File: config.mk
export PLATFORM = sky130hd
export DESIGN_NAME = operand_fetch_addressing_top
export DESIGN_NICKNAME = d
export VERILOG_FILES = /design/src/rtl/ofa_pkg.sv /design/src/rtl/operand_fetch_addressing_top.sv /design/src/rtl/ofa_front.sv /design/src/rtl/ofa_queue.sv /design/src/rtl/ofa_back.sv
export SDC_FILE = /design/constraint.sdc
export NUM_CORES = 1
export LEC_CHECK = 0
export BUFFER_PORTS_ARGS = -buffer_cell sky130_fd_sc_hd__clkbuf_2
export CELL_PAD_IN_SITES_DETAIL_PLACEMENT = 1
export CELL_PAD_IN_SITES_GLOBAL_PLACEMENT = 1
export CORE_ASPECT_RATIO = 0.8
export CORE_MARGIN = 2
export CORE_UTILIZATION = 48
export CTS_BUF_LIST = sky130_fd_sc_hd__clkbuf_8
export CTS_CLUSTER_DIAMETER = 60
export DETAILED_ROUTE_END_ITERATION = 10
export GPL_TIMING_DRIVEN = 1
export PLACE_DENSITY_LB_ADDON = 0.1
export SYNTH_ARGS = -nofsm -noshare
export SYNTH_HDL_FRONTEND = slang
export SYNTH_SLANG_ARGS = --single-unit
export TNS_END_PERCENT = 30
File: constraint.sdc
create_clock -name clock -period 5.7 [get_ports clock]
set_input_delay 0.855 -clock clock [delete_from_list [all_inputs] [get_ports clock]]
set_output_delay 0.855 -clock clock [all_outputs]
set_load 0.005 [all_outputs]
File: src/rtl/ofa_pkg.sv
// Shared types and constants for the operand fetch addressing block.
package ofa_pkg;

   localparam int REQ_TDATA_W = 64;
   localparam int RSP_TDATA_W = 88;
   localparam logic [15:0] HIGH_PAGE = 16'hFF00;

   typedef enum logic [4:0] {
      AM_NONE      = 5'd0,
      AM_REG_REG8  = 5'd1,
      AM_REG_IMM8  = 5'd2,
      AM_R8_IND    = 5'd3,
      AM_IND_R8    = 5'd4,
      AM_IND_D8    = 5'd5,
      AM_IND_IND   = 5'd6,
      AM_R8_A16    = 5'd7,
      AM_A16_R8    = 5'd8,
      AM_R8_HPR    = 5'd9,
      AM_HPR_R8    = 5'd10,
      AM_R8_HPD    = 5'd11,
      AM_HPD_R8    = 5'd12,
      AM_R8_HLD    = 5'd13,
      AM_HLD_R8    = 5'd14,
      AM_R8_HLI    = 5'd15,
      AM_HLI_R8    = 5'd16,
      AM_PAIR_IMM8 = 5'd17,
      AM_R16_A16   = 5'd18,
      AM_A16_R16   = 5'd19,
      AM_PAIR_PAIR = 5'd20,
      AM_R16_SPE   = 5'd21
   } op_mode_type;

   typedef enum logic [1:0] {
      KIND_READ    = 2'd0,
      KIND_DONE    = 2'd1,
      KIND_INVALID = 2'd2
   } result_kind_type;

   localparam logic REQ_INSTR = 1'b0;
   localparam logic REQ_BYTE  = 1'b1;

   typedef struct packed {
      logic          is_byte;
      logic          invalid;
      op_mode_type   op_mode;
      logic [15:0]   first;
      logic [15:0]   second;
      logic [15:0]   pc;
      logic [7:0]    bus_byte;
   } item_type;

   typedef struct packed {
      result_kind_type kind;
      logic [15:0]     bus_address;
      logic [15:0]     fetched_value;
      logic [15:0]     dest_address;
      logic            dest_is_memory;
      logic [15:0]     next_pc;
      logic            pair_write;
      logic [15:0]     pair_value;
      logic            flags_valid;
      logic            half_carry;
      logic            carry_out;
   } result_type;

endpackage

File: src/rtl/operand_fetch_addressing_top.sv
// Top level of the operand fetch addressing block.
// Operand fetch for an 8-bit CPU. Each request transfer is either a new
// instruction (tuser 0) or a byte returned by a bus read (tuser 1); every
// instruction and every byte that answers a pending read gives exactly one
// response: a bus read request, a finished fetch or an invalid-mode report.
// A byte that arrives with no read pending is dropped. One item is taken per
// cycle while the response side takes results, passing from request transfer
// to response through the front queue and then the sequencer, whose state
// update sets the rate. The queue (QUEUE_DEPTH entries) and the response
// register let either side stall without stopping the other.
module operand_fetch_addressing_top #(
   parameter int QUEUE_DEPTH = 2
) (
   input  logic                            clock,
   input  logic                            reset,
   input  logic                            req_tvalid,
   output logic                            req_tready,
   input  logic [ofa_pkg::REQ_TDATA_W-1:0] req_tdata,  // op_mode, first_reg_value,
                                                       // second_reg_value, program_counter,
                                                       // bus_byte
   input  logic                            req_tuser,  // mode
   output logic                            rsp_tvalid,
   input  logic                            rsp_tready,
   output logic [ofa_pkg::RSP_TDATA_W-1:0] rsp_tdata,  // bus_address, fetched_value,
                                                       // dest_address, dest_is_memory,
                                                       // next_pc, pair_write, pair_value,
                                                       // flags_valid, half_carry, carry_out
   output logic [1:0]                      rsp_tuser   // result_kind
);
   import ofa_pkg::*;

   localparam int ITEM_W = $bits(item_type);

   logic       push_valid, push_ready, pop_valid, pop_ready;
   item_type   push_item, pop_item;
   logic [ITEM_W-1:0] pop_bits;
   result_type result;

   ofa_front u_front (
      .req_tvalid (req_tvalid),
      .req_tready (req_tready),
      .req_tdata  (req_tdata),
      .req_tuser  (req_tuser),
      .push_valid (push_valid),
      .push_ready (push_ready),
      .push_item  (push_item)
   );

   ofa_queue #(
      .WIDTH (ITEM_W),
      .DEPTH (QUEUE_DEPTH)
   ) u_queue (
      .clock      (clock),
      .reset      (reset),
      .push_valid (push_valid),
      .push_ready (push_ready),
      .push_data  (push_item),
      .pop_valid  (pop_valid),
      .pop_ready  (pop_ready),
      .pop_data   (pop_bits)
   );

   assign pop_item = item_type'(pop_bits);

   ofa_back u_back (
      .clock      (clock),
      .reset      (reset),
      .pop_valid  (pop_valid),
      .pop_ready  (pop_ready),
      .pop_item   (pop_item),
      .rsp_valid  (rsp_tvalid),
      .rsp_ready  (rsp_tready),
      .rsp_result (result)
   );

   assign rsp_tuser = result.kind;
   assign rsp_tdata = {3'd0, result.carry_out, result.half_carry, result.flags_valid,
                       result.pair_value, result.pair_write, result.next_pc,
                       result.dest_is_memory, result.dest_address, result.fetched_value,
                       result.bus_address};

endmodule

File: src/rtl/ofa_front.sv
// Front end: accepts request transfers and classifies them for the queue.
module ofa_front (
   input  logic                            req_tvalid,
   output logic                            req_tready,
   input  logic [ofa_pkg::REQ_TDATA_W-1:0] req_tdata,  // op_mode, first, second, pc, bus_byte
   input  logic                            req_tuser,  // mode
   output logic                            push_valid,
   input  logic                            push_ready,
   output ofa_pkg::item_type               push_item
);
   import ofa_pkg::*;

   logic [4:0] raw_mode;

   assign raw_mode   = req_tdata[4:0];
   assign push_valid = req_tvalid;
   assign req_tready = push_ready;

   always_comb begin
      push_item.is_byte   = (req_tuser == REQ_BYTE);
      push_item.invalid   = (raw_mode > AM_R16_SPE);
      push_item.op_mode   = op_mode_type'(raw_mode);
      push_item.first     = req_tdata[20:5];
      push_item.second    = req_tdata[36:21];
      push_item.pc        = req_tdata[52:37];
      push_item.bus_byte  = req_tdata[60:53];
   end

endmodule

File: src/rtl/ofa_queue.sv
// Small register queue between the front end and the fetch sequencer.
module ofa_queue #(
   parameter int WIDTH = 8,
   parameter int DEPTH = 2
) (
   input  logic             clock,
   input  logic             reset,
   input  logic             push_valid,
   output logic             push_ready,
   input  logic [WIDTH-1:0] push_data,
   output logic             pop_valid,
   input  logic             pop_ready,
   output logic [WIDTH-1:0] pop_data
);
   localparam int PTR_W = (DEPTH > 1) ? $clog2(DEPTH) : 1;
   localparam int CNT_W = $clog2(DEPTH + 1);
   localparam logic [PTR_W-1:0] LAST_PTR = PTR_W'(DEPTH - 1);
   localparam logic [CNT_W-1:0] FULL_CNT = CNT_W'(DEPTH);

   logic [WIDTH-1:0] store_ff [DEPTH];
   logic [PTR_W-1:0] wr_ptr_ff, wr_ptr_in;
   logic [PTR_W-1:0] rd_ptr_ff, rd_ptr_in;
   logic [CNT_W-1:0] count_ff, count_in;
   logic             do_push, do_pop;

   assign push_ready = (count_ff != FULL_CNT);
   assign pop_valid  = (count_ff != '0);
   assign pop_data   = store_ff[rd_ptr_ff];
   assign do_push    = push_valid && push_ready;
   assign do_pop     = pop_valid && pop_ready;

   always_comb begin
      wr_ptr_in = wr_ptr_ff;
      rd_ptr_in = rd_ptr_ff;
      count_in  = count_ff;
      if (do_push) begin
         wr_ptr_in = (wr_ptr_ff == LAST_PTR) ? '0 : wr_ptr_ff + 1'b1;
      end
      if (do_pop) begin
         rd_ptr_in = (rd_ptr_ff == LAST_PTR) ? '0 : rd_ptr_ff + 1'b1;
      end
      if (do_push && !do_pop) begin
         count_in = count_ff + 1'b1;
      end else if (do_pop && !do_push) begin
         count_in = count_ff - 1'b1;
      end
   end

   always_ff @(posedge clock) begin
      if (reset) begin
         wr_ptr_ff <= '0;
         rd_ptr_ff <= '0;
         count_ff  <= '0;
      end else begin
         wr_ptr_ff <= wr_ptr_in;
         rd_ptr_ff <= rd_ptr_in;
         count_ff  <= count_in;
      end
   end

   always_ff @(posedge clock) begin
      if (do_push) begin
         store_ff[wr_ptr_ff] <= push_data;
      end
   end

endmodule

File: src/rtl/ofa_back.sv
// Fetch sequencer: holds the instruction context, steps through bus reads, drives results.
module ofa_back (
   input  logic              clock,
   input  logic              reset,
   input  logic              pop_valid,
   output logic              pop_ready,
   input  ofa_pkg::item_type pop_item,
   output logic              rsp_valid,
   input  logic              rsp_ready,
   output ofa_pkg::result_type rsp_result
);
   import ofa_pkg::*;

   logic [1:0]    phase_ff, phase_in;
   op_mode_type   held_mode_ff;
   logic [15:0]   held_pc_ff, held_first_ff, held_second_ff;
   logic [7:0]    low_byte_ff, low_byte_in;
   logic          rsp_valid_ff, rsp_valid_in;
   result_type    rsp_ff, res;

   logic          pop, active, is_instr;
   logic [1:0]    stage;
   op_mode_type   md;
   logic [15:0]   f, s, pc;
   logic [7:0]    b, lo;
   logic          do_req, bad, mem, pw, fv, hc, co;
   logic [15:0]   req_addr, val, dst, pv;
   logic [1:0]    pc_add;
   logic [4:0]    hsum;
   logic [8:0]    bsum;

   assign pop       = pop_valid && (!rsp_valid_ff || rsp_ready);
   assign pop_ready = !rsp_valid_ff || rsp_ready;
   assign is_instr  = !pop_item.is_byte;
   assign active    = pop && (is_instr || phase_ff != 2'd0);
   assign rsp_valid = rsp_valid_ff;
   assign rsp_result = rsp_ff;

   always_comb begin
      b      = pop_item.bus_byte;
      stage  = is_instr ? 2'd0 : phase_ff;
      md     = is_instr ? pop_item.op_mode : held_mode_ff;
      f      = is_instr ? pop_item.first : held_first_ff;
      s      = is_instr ? pop_item.second : held_second_ff;
      pc     = is_instr ? pop_item.pc : held_pc_ff;
      lo     = is_instr ? 8'd0 : low_byte_ff;
      do_req = 1'b0;
      req_addr = pc;
      phase_in = 2'd0;
      low_byte_in = lo;
      bad    = is_instr && pop_item.invalid;
      val    = '0;
      dst    = '0;
      mem    = 1'b0;
      pc_add = 2'd0;
      pw     = 1'b0;
      pv     = '0;
      fv     = 1'b0;
      hsum   = {1'b0, s[3:0]} + {1'b0, b[3:0]};
      bsum   = {1'b0, s[7:0]} + {1'b0, b};
      hc     = hsum[4];
      co     = bsum[8];
      case (md) inside
         AM_NONE: ;
         AM_REG_REG8, AM_PAIR_PAIR: val = s;
         AM_IND_R8: begin
            val = s; dst = f; mem = 1'b1;
         end
         AM_HPR_R8: begin
            val = s; dst = HIGH_PAGE | {8'd0, f[7:0]}; mem = 1'b1;
         end
         AM_HLD_R8, AM_HLI_R8: begin
            val = s; dst = f; mem = 1'b1; pw = 1'b1;
            pv = (md == AM_HLD_R8) ? f - 16'd1 : f + 16'd1;
         end
         AM_REG_IMM8, AM_PAIR_IMM8: begin
            if (stage == 2'd0) begin
               do_req = 1'b1; phase_in = 2'd1;
            end else begin
               val = {8'd0, b}; pc_add = 2'd1;
            end
         end
         AM_IND_D8: begin
            if (stage == 2'd0) begin
               do_req = 1'b1; phase_in = 2'd1;
            end else begin
               val = {8'd0, b}; dst = f; mem = 1'b1; pc_add = 2'd1;
            end
         end
         AM_HPD_R8: begin
            if (stage == 2'd0) begin
               do_req = 1'b1; phase_in = 2'd1;
            end else begin
               val = s; dst = HIGH_PAGE | {8'd0, b}; mem = 1'b1; pc_add = 2'd1;
            end
         end
         AM_R16_SPE: begin
            if (stage == 2'd0) begin
               do_req = 1'b1; phase_in = 2'd1;
            end else begin
               val = s + {{8{b[7]}}, b}; pc_add = 2'd1; fv = 1'b1;
            end
         end
         AM_R8_IND, AM_IND_IND: begin
            if (stage == 2'd0) begin
               do_req = 1'b1; req_addr = s; phase_in = 2'd1;
            end else begin
               val = {8'd0, b};
               if (md == AM_IND_IND) begin
                  dst = f; mem = 1'b1;
               end
            end
         end
         AM_R8_HLD, AM_R8_HLI: begin
            if (stage == 2'd0) begin
               do_req = 1'b1; req_addr = s; phase_in = 2'd1;
            end else begin
               val = {8'd0, b}; pw = 1'b1;
               pv = (md == AM_R8_HLD) ? s - 16'd1 : s + 16'd1;
            end
         end
         AM_R8_HPR: begin
            if (stage == 2'd0) begin
               do_req = 1'b1; req_addr = HIGH_PAGE | {8'd0, s[7:0]}; phase_in = 2'd1;
            end else begin
               val = {8'd0, b};
            end
         end
         AM_R8_HPD: begin
            if (stage == 2'd0) begin
               do_req = 1'b1; phase_in = 2'd1;
            end else if (stage == 2'd1) begin
               do_req = 1'b1; req_addr = HIGH_PAGE | {8'd0, b}; phase_in = 2'd2;
            end else begin
               val = {8'd0, b}; pc_add = 2'd1;
            end
         end
         AM_R8_A16: begin
            if (stage == 2'd0) begin
               do_req = 1'b1; phase_in = 2'd1;
            end else if (stage == 2'd1) begin
               low_byte_in = b; do_req = 1'b1; req_addr = pc + 16'd1; phase_in = 2'd2;
            end else if (stage == 2'd2) begin
               do_req = 1'b1; req_addr = {b, lo}; phase_in = 2'd3;
            end else begin
               val = {8'd0, b}; pc_add = 2'd2;
            end
         end
         AM_A16_R8, AM_R16_A16, AM_A16_R16: begin
            if (stage == 2'd0) begin
               do_req = 1'b1; phase_in = 2'd1;
            end else if (stage == 2'd1) begin
               low_byte_in = b; do_req = 1'b1; req_addr = pc + 16'd1; phase_in = 2'd2;
            end else if (md == AM_R16_A16) begin
               val = {b, lo}; pc_add = 2'd2;
            end else begin
               val = s; dst = {b, lo}; mem = 1'b1; pc_add = 2'd2;
            end
         end
         default: bad = 1'b1;
      endcase

      res = '0;
      if (bad) begin
         res.kind = KIND_INVALID;
         phase_in = 2'd0;
         low_byte_in = lo;
      end else if (do_req) begin
         res.kind = KIND_READ;
         res.bus_address = req_addr;
      end else begin
         res.kind           = KIND_DONE;
         res.fetched_value  = val;
         res.dest_address   = mem ? dst : 16'd0;
         res.dest_is_memory = mem;
         res.next_pc        = pc + {14'd0, pc_add};
         res.pair_write     = pw;
         res.pair_value     = pw ? pv : 16'd0;
         res.flags_valid    = fv;
         res.half_carry     = fv && hc;
         res.carry_out      = fv && co;
      end

      rsp_valid_in = rsp_valid_ff && !rsp_ready;
      if (active) begin
         rsp_valid_in = 1'b1;
      end
   end

   always_ff @(posedge clock) begin
      if (reset) begin
         phase_ff       <= 2'd0;
         held_mode_ff   <= AM_NONE;
         held_pc_ff     <= '0;
         held_first_ff  <= '0;
         held_second_ff <= '0;
         low_byte_ff    <= '0;
         rsp_valid_ff   <= 1'b0;
      end else begin
         rsp_valid_ff <= rsp_valid_in;
         if (active) begin
            phase_ff    <= phase_in;
            low_byte_ff <= low_byte_in;
         end
         if (pop && is_instr) begin
            held_mode_ff   <= pop_item.op_mode;
            held_pc_ff     <= pop_item.pc;
            held_first_ff  <= pop_item.first;
            held_second_ff <= pop_item.second;
         end
      end
   end

   always_ff @(posedge clock) begin
      if (active) begin
         rsp_ff <= res;
      end
   end

endmodule

[Word-level counts from Yosys, hierarchy flattened]
Memories as Yosys holds them, arrays and structs flattened. A register that Yosys moved wholly into a read port is not among the register bits.
Index checks and enable logic that the tools add are counted.
Word-level totals
  register bits after elaboration: 155
  memory bits (writable): 126
  input port bits: 69
  output and inout port bits: 92
  logic and storage cells: 331
  memories kept: 1
Memory list
  u_queue.store_ff: words 2, bits a word 63, rd ports 1, clocked after memory_dff 1, wr ports 1, RTL line ofa_queue.sv:20  | logic [WIDTH-1:0] store_ff [DEPTH];
Operators by class
  add/sub/neg operators: 13
  order comparisons: 1
  equality and inequality tests: 24
  mux-type cells: 235
  bitwise operators: 3
  reduce and logical (&&, ||, !) cells: 33
Operators with widths (count)
  $mux 16: 78
  $mux 8: 23
  $mux 1: 89
  $mux 2: 44
  $add 16x1->16 const B: 3
  $eq 5x4->1 const B: 8
  $sub 16x1->16 const B: 2
  $eq 5x5->1 const B: 6
  $eq 5x3->1 const B: 4
  $add 16x16->16: 1
  $add 16x2->16: 1
  $reduce_or 2->1: 7
  $eq 5x2->1 const B: 2
  $logic_and 1x1->1: 10
  $add 8x8->9: 1
  $reduce_or 8->1: 1
  $reduce_bool 2->1: 3
  $reduce_or 3->1: 2
  $reduce_or 6->1: 1
  $add 4x4->5: 1
  $eq 5x1->1 const B: 1
  $gt 5x5->1 const B: 1
  $logic_not 1->1: 5
  $logic_not 5->1: 1
  10 further kinds: 14

[Logic depth before layout (Yosys ltp)]
  word-level depth: 22
  gate-level depth with buffers: 19
  depth with buffers taken out: 14

[Cells and area by module]
Synthesis repeated with hierarchy kept, for this count alone.
Second synthesis, totals
  cells, all modules: 1735
  area total of the unflattened synthesis: 17344.1 um^2
By module, submodules not included
  ofa_back: instances 1, cells an instance 1445, area each 12060.3 um^2, sequential area each 3893.7 um^2
  ofa_queue: instances 1, cells an instance 220, area each 4765.8 um^2, sequential area each 3883.7 um^2
  ofa_front: instances 1, cells an instance 66, area each 491.7 um^2, sequential area each 0.0 um^2
  operand_fetch_addressing_top: instances 1, cells an instance 4, area each 26.3 um^2, sequential area each 0.0 um^2

[Worst setup path before layout]
No wires, ideal clock.
  path type: flip-flop to flip-flop
  start: reg with a tool-made name
  end: reg u_back.rsp_ff (netlist bit u_back.rsp_result[18]), data pin
  setup time: 0.279 ns
  arrival time: 4.530 ns
  required time: 5.421 ns
  slack: 0.891 ns
  stages on the path, launching flop included: 19
  buffers on the path: 7
  period minus slack after synthesis: 4.809 ns
  cells stage by stage: dfxtp_1 > buf_6 > clkbuf_1 > clkbuf_1 > buf_1 > buf_2 > buf_2 > buf_1 > mux2i_1 > o21ai_0 > ha_1 > nand3_1 > a2bb2oi_1 > a41oi_1 > a31oi_1 > o21ai_0 > and3_1 > a2111oi_0 > a221oi_1
RTL lines
  to (signal assigned): RTL line ofa_back.sv:216  | rsp_ff <= res;
  to (decl): RTL line ofa_back.sv:19  | result_type rsp_ff, res;

==> results.yml <==
setup_path:
  crit_fanout: 18
  r2r_start: "u_queue.store_ff[0][62]"
  crit_path_end_kind: "flip-flop"
  start_kind: "flip-flop"
  crit_start: "u_queue.store_ff[0][62]"
  critical_path_arrival_ps: 5370
  critPathKind: "reg2reg"
  crit_required_ps: 6050
cts:
  cts-htree-levels: 2
  cts-resized-gates: 0
  root_buffer: "clkbuf_8"
  cts_buffers: 48
  post-cts-setup-buffer-count: 0
  cts_tree: "done"
  ctsLongestPathBuffers: 3
  path_clk_slew_ps: 70
  hold_buffers: 0
  clock_latency_ps: 630
  cts_sinks: 282
global_route:
  antenna_found_initial: 0
  grt_overflow: 0
  grt_max_degree: 87
  grt_pass1_vias: 14847
  grt_pass1_wl_um: 90400
  grt.total_usage_pct: 33.2
timing:
  rsz0062_at_grt: "false"
  fin_crit_ps: 5010
  slew_headroom_pct: 13.1
  clock_skew_ps: 45.5
  finalCritPeriodShare_pct: 88.0
  setup_viol: 0
  final-max-slew-violation-count: 0
  max_freq_mhz: 199
  hold_violations: 0
  setup_ws_ps: 686
  tightestPinTransition_ps: 1290
  setup_tns_ps: 0
cells_and_area:
  fin_area_um2: 18900
  final_nets: 1982
  multiInputGateArea_um2: 8070
  layout-drive-gt1-share_pct: 18.4
  area_growth_pct: 14.9
  fillers: 3799
  fin_cells: 2330
  num_antenna_cells: 0
  seq_area_um2: 7780
placed_design:
  dp_hpwl_um: 44200
  dp.cells: 2241
  place_ws_ps: 818
  port-buffer-count: 154
  dpl_cell_area_um2: 18000
  routabilityCongestion: 0.945
outcome:
  outcome: "completed"
hold_path:
  hp-class: "in2reg"
  worstHoldStart: "req_tdata[30]"
floorplanning:
  num_io_pins: 161
  die_y_um: 169
  die_area_um2: 35700
  rows: 60
  coreArea_um2: 33700
  start_util_pct: 48.8
  die_x_um: 211
drt:
  drtAntennaViolNets: 0
  via_count: 15028
  drtPass1Iterations: 7
  routedWlPerCell_um: 25.7
  avgViaCountPerCell: 6.45
  drt-initial-drc-count: 1743
  drc: 0
  wirelength_um: 59800
yosys:
  synth_top_area_cell: "edfxtp_1"
  synth_area_leaders: "edfxtp_1, dfxtp_1, nor2_1"
  ys_dominant_reg_cell: "edfxtp_1"
  yosysUniqueCellTypes: 77
  yosys.area.top_type_share_pct: 38.9
  ys_warn_count: 0
  synth_enable_flop_cells: 213
  syn_area_um2: 16400
  async_flop_share_pct: 0
  ys_ff_latch: 282
  synth.avg_cell_area_um2: 9.79
  ys_seq_area_share_pct: 47.3
  synthCells: 1678
pwr:
  power_mw: 11.3
  p_leak_nw: 7.14
  vdd_ir_drop_max_mv: 0.310
  cellPowerDensity_nw_per_um2: 598
job:
  cap_violations: 0
[flip-flops by register name (all words and copies together), names as in the netlist, named ones only]
name                   flops
u_back.phase_ff            2
u_back.held_mode_ff        5
u_back.held_first_ff      16
u_back.held_pc_ff         16
u_back.rsp_valid           1
u_back.rsp_result         87
u_queue.count_ff           2
u_back.low_byte_ff         8
u_queue.wr_ptr_ff          1
u_queue.rd_ptr_ff          1
u_back.held_second_ff     16
u_queue.store_ff         126
[synthesized netlist by cell type, types with 23 or more instances]
library cell	number
dfxtp_1	69
nand3_1	39
nor2_1	207
clkbuf_1	80
o22ai_1	26
nor3_1	42
nand2_1	116
inv_1	53
edfxtp_1	213
or3_1	33
a211oi_1	71
o221ai_1	23
mux2i_1	68
a21o_1	25
ha_1	52
o21ai_0	93
xnor2_1	37
a21oi_1	111
[per-layer routing]
layer / vias to the layer above / share of wire, % / track usage, %
met5: - / 0 / 0
met1: 7436 / 46 / 49.1
met3: 121 / 8.9 / 6.83
li1: 6774 / - / -
met4: 0 / 2.4 / 8.57
met2: 697 / 43 / 49.6
[report_power, final]
| group | internal, mW | switching [mW] | total, mW |
|---|---|---|---|
| combinational | 2.09 | 4.32 | 6.41 |
| clock | 0.904 | 0.881 | 1.79 |
| sequential | 2.89 | 0.213 | 3.10 |
| total | 5.88 | 5.41 | 11.3 |
[critical path, cell delays in order, from the launching register on]
cell	delay, ps
edfxtp_1	620
buf_4	290
or3_1	420
o221a_2	280
nor4_1	450
nand2_1	430
o22ai_1	570
ha_1	270
inv_1	60
fa_1	450
nor4_1	340
buf_4	220
nand2_1	80
xnor2_1	210
nor2_1	70
[cell usage in the layout (no fill, tap or decap), drive strengths merged, types with 42 or more instances in the layout]
cell type / Yosys / final
ha: 52 / 52
edfxtp: 213 / 213
clkbuf: 81 / 203
inv: 53 / 71
o21ai: 94 / 94
nand2: 116 / 116
nor2: 207 / 207
a211oi: 71 / 71
mux2i: 69 / 69
buf: 25 / 79
nor3: 42 / 42
dfxtp: 69 / 69
a21oi: 111 / 111
[final timing paths]
kind,end,cells after the start,slack (ps)
max,u_back.rsp_result[32],14,690
min,u_queue.store_ff[0][33],1,430
max reg2reg,u_back.rsp_result[32],14,690
min reg2reg,u_back.low_byte_ff[0],1,480
[cells by family (layout without fill, tap and decap cells)]
logic type	count (synthesis)	after routing	synth area share (%)
fa+ha+maj	57	57	4.51
other cells	1	3	0.0228
buf+inv	159	375	3.87
simple gates	526	526	14.7
mux	74	74	4.62
xor+xnor	50	50	2.66
compound gates	529	529	22.3
flops	282	282	47.3
[per-stage QoR]
step / util [%] / hold WS [ps]
global placement: 53.3 / 444
finish: 56.0 / 435
floorplan: - / 432
global route: 56.0 / 400
CTS: 56.0 / 399
detailed placement: 53.3 / 458
[final cells by class]
cell class / instances / share of cell area, %
clock buffers: 49 / 3.57
clock inverters: 40 / 1.33
inverters: 53 / 1.06
multi-input cells: 1239 / 42.7
flip-flops and latches: 282 / 41.2
well taps: 434 / 2.88
repair buffers: 233 / 7.22
Note: power is estimated with default switching activity, not from simulation.
